**src/hdl/ihb_pkg.sv**
```systemverilog
`timescale 1ns / 1ps

package ihb_pkg;

  // sample and arithmetic widths
  localparam int SAMPLE_W  = 16;
  localparam int COEF_W    = 16;
  localparam int PRESUM_W  = SAMPLE_W + 1;
  localparam int ACC_W     = 32;
  localparam int FRAC_BITS = 15;

  // delay line: delays 3..61 are the only ones the taps reach
  localparam int HIST_DEPTH = 64;
  localparam int TAP_COUNT  = HIST_DEPTH - 2;

  // fifteen symmetric pairs plus the centre tap as a sixteenth lane
  localparam int PAIR_COUNT   = 15;
  localparam int LANE_COUNT   = PAIR_COUNT + 1;
  localparam int CENTRE_LANE  = PAIR_COUNT;
  localparam int CENTRE_DELAY = 32;
  localparam int GROUP_SIZE   = 4;
  localparam int GROUP_COUNT  = LANE_COUNT / GROUP_SIZE;

  // channel order: in-phase then quadrature
  localparam int CH_COUNT = 2;
  localparam int CH_I     = 0;
  localparam int CH_Q     = 1;

  typedef logic signed [SAMPLE_W-1:0] sample_t;
  typedef logic signed [COEF_W-1:0]   coef_t;
  typedef logic signed [PRESUM_W-1:0] presum_t;
  typedef logic signed [ACC_W-1:0]    acc_t;

  // per-stage load strobes shared by lanes and sum trees
  typedef struct packed {
    logic ld1;
    logic ld2;
    logic ld3;
    logic ld4;
  } pipe_ld_t;

  // lane k multiplies the pair at delays 61-2k and 3+2k; last lane is the centre
  localparam coef_t LANE_COEF [LANE_COUNT] = '{
    16'sd1, -16'sd6, 16'sd16, -16'sd32, 16'sd60, -16'sd102, 16'sd164, -16'sd254,
    16'sd381, -16'sd561, 16'sd818, -16'sd1209, 16'sd1876, -16'sd3347, 16'sd10387,
    16'sd16384
  };

endpackage

```
**src/hdl/ihb_sum_tree.sv**
```systemverilog
`timescale 1ns / 1ps

module ihb_sum_tree (
  input  logic              clk,
  input  ihb_pkg::pipe_ld_t ld,
  input  ihb_pkg::acc_t     prod [ihb_pkg::LANE_COUNT],
  output ihb_pkg::sample_t  result
);
  import ihb_pkg::*;

  acc_t    group_r   [GROUP_COUNT];
  acc_t    group_nxt [GROUP_COUNT];
  acc_t    total;
  sample_t result_r;

  // first level: add lane products in groups of four
  always_comb begin
    for (int g = 0; g < GROUP_COUNT; g++) begin
      group_nxt[g] = '0;
      for (int j = 0; j < GROUP_SIZE; j++) begin
        group_nxt[g] = group_nxt[g] + prod[g*GROUP_SIZE + j];
      end
    end
  end

  // second level: add the group sums
  always_comb begin
    total = '0;
    for (int g = 0; g < GROUP_COUNT; g++) begin
      total = total + group_r[g];
    end
  end

  always_ff @(posedge clk) begin
    if (ld.ld3) begin
      group_r <= group_nxt;
    end
    // floor shift by the fraction bits, keep the low word (wraps)
    if (ld.ld4) begin
      result_r <= total[FRAC_BITS+SAMPLE_W-1:FRAC_BITS];
    end
  end

  assign result = result_r;

endmodule

```
**config.mk**
```make
export PLATFORM = sky130hd
export DESIGN_NAME = ihb_sum_tree
export DESIGN_NICKNAME = d
export VERILOG_FILES = /design/src/hdl/ihb_pkg.sv /design/src/hdl/ihb_sum_tree.sv
export SDC_FILE = /design/constraint.sdc
export NUM_CORES = 1
export LEC_CHECK = 0
export BUFFER_PORTS_ARGS = -buffer_cell sky130_fd_sc_hd__buf_2
export CAP_MARGIN = 20
export CORE_AREA = 2 2 300 228
export CTS_CLUSTER_SIZE = 25
export DETAILED_ROUTE_END_ITERATION = 10
export DIE_AREA = 0 0 302 230
export SYNTH_ARGS = -nofsm -noshare
export SYNTH_HDL_FRONTEND = slang
export SYNTH_SLANG_ARGS = --single-unit
```
**constraint.sdc**
```tcl
create_clock -name clk -period 5.07 [get_ports clk]
set_clock_uncertainty 0.15 [all_clocks]
set_input_delay 0.2535 -clock clk [delete_from_list [all_inputs] [get_ports clk]]
set_output_delay 0.2535 -clock clk [all_outputs]
set_load 0.02 [all_outputs]
```
# [After elaboration in Yosys (flattened, before gate mapping)]
# Index checks and enable logic that the tools add are counted.
[op_classes] n_addsub=15 multipliers=0 n_div=0 magnitude_cmp=0 eq_ne=0 shift=0 mux=0 bitwise_logic=0 reduce_logical=0
[ops] cell="adder 31 bit" count=15
[totals] reg_bits=140 latch_bits=0 ram_bits=0 rom_bits=0 input_bits=517 output_inout_bits=16 wordCells=20 memories=0

# [Depth between registers and ports, before layout]
[logic_depth] word_depth=3 depth_mapped=17

# [Worst setup path before layout]
# Ideal clock, no wire load.
[synth_path] kind="input -> register" start="input prod[1] in the netlist's numbering" end="register group_r[29] in the netlist's numbering (data pin)" setup_time_ns=0.258 arrival_time_ns=3.562 path_slack_ns=1.100 path_stages=17 path_buffers=0 cell_sequence="inv_1 fa_1 fa_1 inv_1 ha_1 inv_1 fa_1 nor2b_1 o31a_1 o21bai_2 a21oi_1 o31a_1 a211o_1 a211oi_2 o21ai_2 a211oi_2 xnor2_1"
[synth_lines] item="start, declared" line_no="ihb_sum_tree.sv:6" text="input ihb_pkg::acc_t prod [ihb_pkg::LANE_COUNT],"
[synth_lines] item="end signal, assigned" line_no="ihb_sum_tree.sv:36" text="group_r <= group_nxt;"
[synth_lines] item="end, declared" line_no="ihb_sum_tree.sv:11" text="acc_t group_r [GROUP_COUNT];"

==> flow_metrics.env <==
export IMPL_yosys_warnings=0
export IMPL_drc=0
export IMPL_postRouteAntennaNets=0
export IMPL_rsz0062_at_grt="no"
export IMPL_worstPathArrival_ns=4.49
export IMPL_finalSetupViolCount=0
export IMPL_p_int_mw=7.875
export IMPL_first_pass_iters=5
export IMPL_p_clk_share_pct=8.5
export IMPL_critPathKind="input port to flip-flop"
export IMPL_p_seq_share_pct=18.0
export IMPL_htree_levels=4
export IMPL_die_w_um=302
export IMPL_cts_buffers_inserted=17
export IMPL_clkSlewWorstSetupHoldPaths_ns=0.07
export IMPL_setup_ws_ns=0.6183
export IMPL_cp_start_kind="input port"
export IMPL_diodes=0
export IMPL_port_buffer_count=514
export IMPL_fin_crit_sh_pct=87.80
export IMPL_wl_um=47290
export IMPL_syn_inst=2158
export IMPL_rr_startpoint="group_r[2]"
export IMPL_path_max_fanout=4
export IMPL_async_reset_ff_share_pct=0
export IMPL_synth_nets=3122
export IMPL_maxCapViolCount=0
export IMPL_area_growth_pct=21.80
export IMPL_start_util_pct=29.88
export IMPL_synth_top_cell_area_share_pct=30.18
export IMPL_drive_above_1_share_pct=20.66
export IMPL_cp_required_ns=5.11
export IMPL_synth_ff_type="edfxtp_1"
export IMPL_grt_max_degree=81
export IMPL_rows=82
export IMPL_whs_ns=0.1326
export IMPL_insertion_delay_ns=0.44
export IMPL_switching_share_pct=47.08
export IMPL_worstMarginPinSlew_ns=0.8353
export IMPL_dpl_hpwl_um=42190
export IMPL_synth_edf_count=140
export IMPL_drv_slew=0
export IMPL_pin_count=533
export IMPL_clock_fmax_mhz=224.6
export IMPL_die_h_um=230
export IMPL_min_period_ns=4.452
export IMPL_drt_initial_drc_count=661
export IMPL_power_switching_mw=7.006
export IMPL_overflow=0
export IMPL_cts_root_buf="clkbuf_16"
export IMPL_outcome="completed"
export IMPL_clockBufferDepth=2
export IMPL_die_area_mm2=0.06946
export IMPL_routabilityCongestion=0.8387
export IMPL_grt_first_pass_wirelength_um=75700
export IMPL_ir_drop_v=0.0006233
export IMPL_yosys_area_top_type="fa_1"
export IMPL_core_mm2=0.06638
export IMPL_vias=14955
export IMPL_syn_area_mm2=0.01984
export IMPL_fill_cells=6922
export IMPL_ys_types=56
export IMPL_tritoncts="done"
export IMPL_dpl_worst_slack_ns=0.1832
export IMPL_postSynthAreaPerCell_um2=9.192
export IMPL_hold_start="prod[320]"
export IMPL_fin_setup_tns_ns=0
export IMPL_post_cts_resized=0
export IMPL_clock_sinks=140
export IMPL_grt_usage_pct=14.00
export IMPL_yosysSeqAreaShare_pct=21.19
export IMPL_hold_class="input port to flip-flop"
export IMPL_hold_viol=0
export IMPL_wl_per_cell_um=13.17
export IMPL_power_density_mw_per_mm2=615.9
export IMPL_slew_headroom_pct=44.32
export IMPL_fin_nets=3661
export IMPL_startpoint="prod[385]"
export IMPL_crit_path_end_kind="flip-flop"
export IMPL_p_comb_share_pct=73.5
export IMPL_routed_via_density=4.163
export IMPL_grt_pass1_vias=15208
export IMPL_antenna_found_initial=2
export IMPL_synth_area_leaders="fa_1, edfxtp_1, inv_1"
export IMPL_leakage_nw=13.48
export IMPL_synth_ff_latch_count=140
==> flip-flops by register name (all words and copies together) (netlist names) <==
name / cells
result: 16
group_r: 124
==> power by group through the flow <==
stage,Clock (mW),Combinational (mW),Sequential (mW)
after floorplan,0,8.17,2.69
after global placement,0,10.9,2.73
after detailed placement,0,10.9,2.75
after CTS,1.32,11.1,2.73
after global routing,1.37,12.6,2.75
final,1.26,10.9,2.69
==> path summary, 6_finish.rpt <==
check / to / slack [ns] / cells past startpoint
hold / removal: group_r[64] / 0.13 / 3
hold reg to reg: result[15] / 0.69 / 3
setup reg to reg: result[14] / 0.71 / 16
setup / recovery: group_r[125] / 0.62 / 18
==> area by class of cell <==
cell class / instances / area (um2) / share of cell area [%]
multi-input cells: 1152 / 12380 / 51.25
flip-flops and latches: 140 / 4204 / 17.40
inverters: 864 / 3243 / 13.42
clock buffers: 18 / 429.2 / 1.776
clock inverters: 14 / 150.1 / 0.6214
well taps: 882 / 1104 / 4.568
repair buffers: 522 / 2649 / 10.96
==> cells in the mapped netlist (29+ instances only) <==
| cell type | n |
|---|---|
| inv_1 | 864 |
| fa_1 | 299 |
| ha_1 | 148 |
| edfxtp_1 | 140 |
| xnor2_1 | 104 |
| a21oi_1 | 99 |
| nor2_1 | 70 |
| a21o_1 | 64 |
| nand2_1 | 56 |
| o21ai_0 | 33 |
| xor2_1 | 33 |
| o21a_1 | 30 |
| o21ai_1 | 29 |
==> through the flow <==
| step | cell area (um2) | power [mW] | util [%] | std cells |
|---|---|---|---|---|
| detailed placement | 23540 | 13.69 | 35.46 | 3556 |
| global route | 24160 | 16.76 | 36.40 | 3592 |
| floorplan | 19840 | 10.86 | - | 2158 |
| CTS | 24160 | 15.13 | 36.40 | 3592 |
| finish | 24160 | 14.88 | 36.40 | 3592 |
| global placement | 23540 | 13.60 | 35.46 | 3556 |
==> repair_timing <==
item | 4_1_cts | 5_1_grt
setup buffers | 0 | 0
hold buffers | 4 | 0
endpoints found under the hold margin | 4 | 0
==> cell families (layout without fill, tap and decap cells) <==
kind of cell | Yosys count | count (layout) | synth area share [%]
compound gates | 346 | 346 | 11.58
xor+xnor | 137 | 137 | 6.049
fa+ha+maj | 447 | 447 | 39.51
buf+inv | 866 | 1418 | 16.39
flops | 140 | 140 | 21.19
simple gates | 222 | 222 | 5.279
==> layer usage <==
layer / share of wire, % / vias to the layer above / global-route usage [%]
met5: 0.072 / - / 0
met4: 0.80 / 4 / 2.135
met3: 5.5 / 22 / 2.825
met2: 51 / 336 / 25.46
met1: 42 / 7044 / 17.31
li1: - / 7549 / -
==> worst max-delay path, cell delays in order <==
cell,delay (ns)
buf_2,0.08
inv_1,0.05
fa_1,0.55
fa_1,0.43
inv_1,0.07
ha_1,0.18
inv_1,0.07
fa_1,0.45
nor2b_1,0.13
o21ai_1,0.09
a21oi_1,0.32
a211oi_1,0.18
o31ai_1,0.48
a31oi_1,0.32
o21ai_1,0.37
a31oi_1,0.20
o21ai_1,0.19
xor2_1,0.08
==> layout by cell type, fill, tap and decap left out, types with 16 or more instances in the layout <==
cell type,Yosys,layout
inv_1,864,864
buf_2,0,513
fa_1,299,299
ha_1,148,148
edfxtp_1,140,140
xnor2_1,104,104
a21oi_1,99,99
nor2_1,70,70
a21o_1,64,64
nand2_1,56,56
xor2_1,33,33
o21ai_0,33,33
o21a_1,30,30
o21ai_1,29,29
clkbuf_16,0,17
nor3_1,16,16
nand3_1,16,16
Note: power is estimated with default switching activity, not from simulation.
