==> src/hdl/ihb_pkg.sv <==
`timescale 1ns / 1ps

package ihb_pkg;

  // sample and arithmetic widths
  localparam int SAMPLE_W  = 16;
  localparam int COEF_W    = 16;
  localparam int PRESUM_W  = SAMPLE_W + 1;
  localparam int ACC_W     = 32;
  localparam int FRAC_BITS = 15;

  // delay line: delays 3..61 are the only ones the taps reach
  localparam int HIST_DEPTH = 64;
  localparam int TAP_COUNT  = HIST_DEPTH - 2;

  // fifteen symmetric pairs plus the centre tap as a sixteenth lane
  localparam int PAIR_COUNT   = 15;
  localparam int LANE_COUNT   = PAIR_COUNT + 1;
  localparam int CENTRE_LANE  = PAIR_COUNT;
  localparam int CENTRE_DELAY = 32;
  localparam int GROUP_SIZE   = 4;
  localparam int GROUP_COUNT  = LANE_COUNT / GROUP_SIZE;

  // channel order: in-phase then quadrature
  localparam int CH_COUNT = 2;
  localparam int CH_I     = 0;
  localparam int CH_Q     = 1;

  typedef logic signed [SAMPLE_W-1:0] sample_t;
  typedef logic signed [COEF_W-1:0]   coef_t;
  typedef logic signed [PRESUM_W-1:0] presum_t;
  typedef logic signed [ACC_W-1:0]    acc_t;

  // per-stage load strobes shared by lanes and sum trees
  typedef struct packed {
    logic ld1;
    logic ld2;
    logic ld3;
    logic ld4;
  } pipe_ld_t;

  // lane k multiplies the pair at delays 61-2k and 3+2k; last lane is the centre
  localparam coef_t LANE_COEF [LANE_COUNT] = '{
    16'sd1, -16'sd6, 16'sd16, -16'sd32, 16'sd60, -16'sd102, 16'sd164, -16'sd254,
    16'sd381, -16'sd561, 16'sd818, -16'sd1209, 16'sd1876, -16'sd3347, 16'sd10387,
    16'sd16384
  };

endpackage

==> src/hdl/ihb_pair_lane.sv <==
`timescale 1ns / 1ps

module ihb_pair_lane (
  input  logic              clk,
  input  ihb_pkg::pipe_ld_t ld,
  input  ihb_pkg::sample_t  tap_a,
  input  ihb_pkg::sample_t  tap_b,
  input  ihb_pkg::coef_t    coef,
  output ihb_pkg::acc_t     prod
);
  import ihb_pkg::*;

  presum_t presum_r;
  presum_t presum_nxt;
  acc_t    prod_r;
  acc_t    prod_nxt;
  logic signed [PRESUM_W+COEF_W-1:0] mult_full;

  // pre-add the two symmetric samples
  assign presum_nxt = presum_t'(tap_a) + presum_t'(tap_b);

  // product magnitude stays below 2^30, so the low word holds it exactly
  assign mult_full = presum_r * coef;
  assign prod_nxt  = mult_full[ACC_W-1:0];

  always_ff @(posedge clk) begin
    if (ld.ld1) begin
      presum_r <= presum_nxt;
    end
    if (ld.ld2) begin
      prod_r <= prod_nxt;
    end
  end

  assign prod = prod_r;

endmodule

==> config.mk <==
export PLATFORM = sky130hd
export DESIGN_NAME = ihb_pair_lane
export DESIGN_NICKNAME = d
export VERILOG_FILES = /design/src/hdl/ihb_pkg.sv /design/src/hdl/ihb_pair_lane.sv
export SDC_FILE = /design/constraint.sdc
export NUM_CORES = 1
export LEC_CHECK = 0
export BUFFER_PORTS_ARGS = -buffer_cell sky130_fd_sc_hd__buf_2
export CAP_MARGIN = 20
export CELL_PAD_IN_SITES_DETAIL_PLACEMENT = 1
export CELL_PAD_IN_SITES_GLOBAL_PLACEMENT = 1
export CORE_ASPECT_RATIO = 0.9
export CORE_MARGIN = 2
export CORE_UTILIZATION = 30
export CTS_CLUSTER_DIAMETER = 30
export DETAILED_ROUTE_END_ITERATION = 10
export GPL_ROUTABILITY_DRIVEN = 1
export MAX_ROUTING_LAYER = met4
export PLACE_DENSITY_LB_ADDON = 0.1
export SLEW_MARGIN = 40
export SYNTH_ARGS = -nofsm -noshare
export SYNTH_HDL_FRONTEND = slang
export SYNTH_SLANG_ARGS = --single-unit
==> constraint.sdc <==
create_clock -name clk -period 17.4 [get_ports clk]
set_input_delay 0 -clock clk [delete_from_list [all_inputs] [get_ports clk]]
set_output_delay 0 -clock clk [all_outputs]
set_load 0.02 [all_outputs]
## Yosys cells after proc, flatten, opt, wreduce, memory -nomap -nowiden

Index checks and enable logic that the tools add are counted.

| storage, ports and cells | value |
|---|---|
| register bits after elaboration | 49 |
| bits of input ports | 53 |
| output and inout port bits | 32 |

| operators by class | value |
|---|---|
| add/subtract/negate cells | 1 |
| multipliers | 1 |

Operators by type and width:

| operator | count |
|---|---|
| multiplier 17 x 16 -> 32 bit | 1 |
| adder 16 x 16 -> 17 bit | 1 |

## Logic depth before layout (Yosys ltp)

| depth | value |
|---|---|
| depth in word-level cells | 1 |
| depth in mapped cells | 24 |
| depth with buffers taken out | 23 |

## Worst setup path after synthesis

OpenSTA, ideal clock, no wires.

| path | value |
|---|---|
| path kind | register -> register |
| start point | register presum_r[16] |
| end point | register prod_r[29], in the netlist prod[29], data pin |
| data required time | 17.142 ns |
| data arrival time | 5.768 ns |
| path buffers | 1 |
| clock period less this slack | 6.026 ns |
| stages on the path, launching flop included | 24 |
| path slack | 11.374 ns |
| cells stage by stage | edfxtp_1 clkbuf_1 nand2_1 inv_1 fa_1 inv_1 fa_1 fa_1 inv_1 fa_1 fa_1 inv_1 fa_1 inv_1 ha_1 a21o_1 a21oi_2 o21bai_2 a2111oi_4 o21ba_2 a21oi_2 or3_1 a21oi_2 xnor2_1 |

| between the ends | value |
|---|---|
| cells in the longest elaborated chain, start to end | 1 |

Ends and longest elaborated chain:

| what | line | source |
|---|---|---|
| start, declared | ihb_pair_lane.sv:13 | `presum_t presum_r;` |
| start signal, assigned | ihb_pair_lane.sv:28 | `presum_r <= presum_nxt;` |
| multiplier 17 x 16 -> 32 bit | ihb_pair_lane.sv:23 | `assign mult_full = presum_r * coef;` |
| via mult_full[29] | ihb_pair_lane.sv:17 | `logic signed [PRESUM_W+COEF_W-1:0] mult_full;` |
| end signal, assigned | ihb_pair_lane.sv:31 | `prod_r <= prod_nxt;` |
| end, declared | ihb_pair_lane.sv:15 | `acc_t prod_r;` |

The timed path passes the listed nets, and every way through them passes these cells.
A chain may end at the register's enable or synchronous reset.

## Worst setup path after layout

| path | value |
|---|---|
| start point | register presum_r[13] |
| end point | register prod_r[30], in the netlist prod[30], data pin |

The elaborated chain is that of the path after synthesis.

==> impl_metrics.tcl <==
set metrics [dict create \
    run_status "finished clean" \
    min_delay_path_depth 1 \
    portBuffers 82 \
    unrepaired_setup_endpoints_after_global_routing "false" \
    finalWorstPathRequiredPeriod_ns 6.86 \
    die_height_um 196 \
    maximum_number_of_pins_on_one_net_before_global_route_repair 19 \
    finalInstanceArea_sq_mm 0.0136 \
    drc 0 \
    synthXorXnorAreaFrac_pct 3.41 \
    final_core_utilization_pct 33.4 \
    hold_path_class "in2reg" \
    synth.largest_area_cell "sky130_fd_sc_hd__fa_1" \
    r2r_cells 21 \
    finish.net_count 1774 \
    wl_mm 34.4 \
    fmax_mhz 146 \
    finalWeightedCongestion 0.751 \
    critical-path-max-stage-delay_ns 0.73 \
    die_area_sq_mm 0.0428 \
    drive_gt1_share_pct 8.36 \
    die_width_um 218 \
    fin_setup_tns_ns 0 \
    critical-path-top-delay-family "adder cells" \
    slew_headroom_pct 43.4 \
    hold_fails_final_rpt 0 \
    cts-htree-levels 2 \
    async_set_or_reset_register_ratio_after_synthesis_pct 0 \
    cts_repair_resize_count 0 \
    floorplan.core_area_sq_mm 0.0406 \
    worst_path_buf_inv 4 \
    antenna_left 0 \
    yosysMostFrequentCell "sky130_fd_sc_hd__inv_1" \
    filler_cell_count 4759 \
    required_ns 17.46 \
    post-cts-setup-buffers 0 \
    site_row_count 70 \
    clockBufferDepth 2 \
    layout-area-overhead-vs-synth_pct 10.0 \
    grt_first_pass_wirelength_mm 56.8 \
    vias_in_the_first_global_route 9644 \
    synth_top_family_by_area "adder cells" \
    syn_inst 1286 \
    drtPass1Iterations 4 \
    grt_util_all_layers_pct 18.0 \
    cts_hold_buffers 2 \
    postSynthNetCount 1708 \
    clock_sinks 49 \
    dominantRegCellSynth "sky130_fd_sc_hd__edfxtp_1" \
    cpMaxStageDelayCell "sky130_fd_sc_hd__edfxtp_1" \
    worst_clock_skew_ns 0.0170 \
    synth.top_cell.area_share_pct 44.0 \
    post_synth_fa_ha_maj_area_fraction_pct 53.9 \
    synth.top_cells.by_count "sky130_fd_sc_hd__inv_1, sky130_fd_sc_hd__fa_1, sky130_fd_sc_hd__nand2_1" \
    syn_avg_cell_area_sq_um 9.60 \
    mappedNetlistArea_sq_mm 0.0123 \
    synthesized_area_fraction_occupied_by_and_or_nand_nor_cells_pct 14.2 \
    path_class "reg2reg" \
    muxShareOfSynthArea_pct 0.0811 \
    floorplan.initialDensity_pct 30.4 \
    setup.worst_path.end_class "flop" \
    routed_wire_length_per_instance_um 18.1 \
    finalSetupViolations 0 \
    crit_path_frequent_cell "sky130_fd_sc_hd__fa_1" \
    synth_sequential_area_ratio_pct 11.9 \
    cp_max_fo 16 \
    synth-edff-count 49 \
    share_of_the_clock_period_used_by_the_worst_path_pct 39.4 \
    worstSetupPathDepth 21 \
    via_per_inst 4.44 \
    post_dp_cell_area_sq_mm 0.0134 \
    critical_path.startpoint_type "flop" \
    ys.warnings.count 0 \
    via_count 8412 \
    initialDrtViolationCount 284 \
    dp.final_hpwl_mm 28.2 \
    clkTransAtPathRegs_ns 0.07 \
    worstPathCellList "and2_1 > fa_1 > inv_1 > fa_1 > fa_1 > inv_1 > fa_1 > fa_1 > inv_1 > fa_1 > inv_1 > ha_1 > and4_2 > and2_1 > a221oi_1 > o21ai_0 > o21ai_1 > a21oi_1 > nor3_1 > o2bb2ai_1 > xnor2_1" \
    gr-total-overflow 0 \
    postSynthRegisterBits 49 \
    synth-compound-area-share_pct 5.23 \
    cts.root.buffer_cell "sky130_fd_sc_hd__clkbuf_16" \
    antenna_found_initial 0 \
    drv_slew 0 \
    drv.max_cap_violation_count 0 \
    tightestPinTransition_ns 0.849 \
    yosysUniqueCellTypes 47 \
    worstPathArrival_ns 6.92 \
    io-pin-count 85 \
    cts_made_buffers 5 \
    clock_tree_from_tritoncts "built" \
    clock_insertion_delay_worst_skew_ns 0.32 \
    ys_top_cells_by_area "sky130_fd_sc_hd__fa_1, sky130_fd_sc_hd__edfxtp_1, sky130_fd_sc_hd__inv_1" \
]
-- area by class of cell --
type                    count  area (sq um)  share of cell area (%)
well taps                 540           676                    4.98
diodes                      2          5.00                  0.0369
inverters                 335          1260                    9.26
flip-flops and latches     49          1470                    10.8
clock buffers               5           125                   0.922
repair buffers             94           544                    4.01
multi-input cells         867          9480                    69.8
clock inverters             2          16.3                   0.120
-- stage by stage --
stage | std cells | hold slack [ns] | setup slack, ns
finish | 1894 | 0.146 | 10.54
global route | 1892 | 0.155 | 10.11
CTS | 1892 | 0.139 | 10.42
detailed placement | 1883 | 0.308 | 10.48
global placement | 1878 | 0.302 | 10.41
floorplan | 1286 | 0.112 | 11.37
-- path summary, 6_finish.rpt --
kind / from / endpoint / slack [ns]
hold / removal: ld[3] / presum_r[9] / 0.15
setup reg to reg: presum_r[13] / prod[30] / 10.54
setup / recovery: presum_r[13] / prod[30] / 10.54
hold reg to reg: presum_r[0] / prod[0] / 0.86
-- flip-flops by register name, summed over array words and instances (netlist names) --
register  count
prod         32
presum_r     17
-- layer usage --
metal / part of all wire (%) / track usage, % / vias up
met5: 0 / - / -
met4: 1.0 / 2.92 / 0
met3: 3.4 / 1.91 / 13
met2: 44 / 26.5 / 86
met1: 52 / 27.2 / 4371
li1: - / - / 3942
-- kinds of logic (layout without fill, tap and decap cells) --
| logic type | after synthesis | after routing |
|---|---|---|
| and+or+nand+nor | 353 | 353 |
| xor gates and xnor gates | 48 | 48 |
| muxes | 1 | 1 |
| DFF | 49 | 49 |
| AOI/OAI and AO/OA | 96 | 96 |
| other | 0 | 2 |
| adders and majority gates | 369 | 369 |
| buffers and inverters | 370 | 436 |
-- layout by cell type, fill, tap and decap left out, types with 3 or more instances in the layout --
cell and count:
sky130_fd_sc_hd__xnor2_1 37, sky130_fd_sc_hd__a21o_1 10, sky130_fd_sc_hd__clkbuf_16 5, sky130_fd_sc_hd__nand2b_1 9
sky130_fd_sc_hd__edfxtp_1 49, sky130_fd_sc_hd__a21oi_2 4, sky130_fd_sc_hd__nand2_1 148, sky130_fd_sc_hd__buf_6 3
sky130_fd_sc_hd__buf_2 82, sky130_fd_sc_hd__o21ai_0 22, sky130_fd_sc_hd__inv_1 335, sky130_fd_sc_hd__nor3_1 7
sky130_fd_sc_hd__a21boi_0 3, sky130_fd_sc_hd__fa_1 271, sky130_fd_sc_hd__nand3_1 13, sky130_fd_sc_hd__and2_1 130
sky130_fd_sc_hd__nor2_1 29, sky130_fd_sc_hd__ha_1 98, sky130_fd_sc_hd__o21ai_1 3, sky130_fd_sc_hd__a21oi_1 26
sky130_fd_sc_hd__a211oi_1 4, sky130_fd_sc_hd__o211ai_1 3, sky130_fd_sc_hd__buf_4 5, sky130_fd_sc_hd__xor2_1 11
sky130_fd_sc_hd__nor2b_1 5, sky130_fd_sc_hd__a31o_2 3
Power is not shown: default switching activity piles up to over one toggle a cycle in this logic, so the estimate is an artifact.
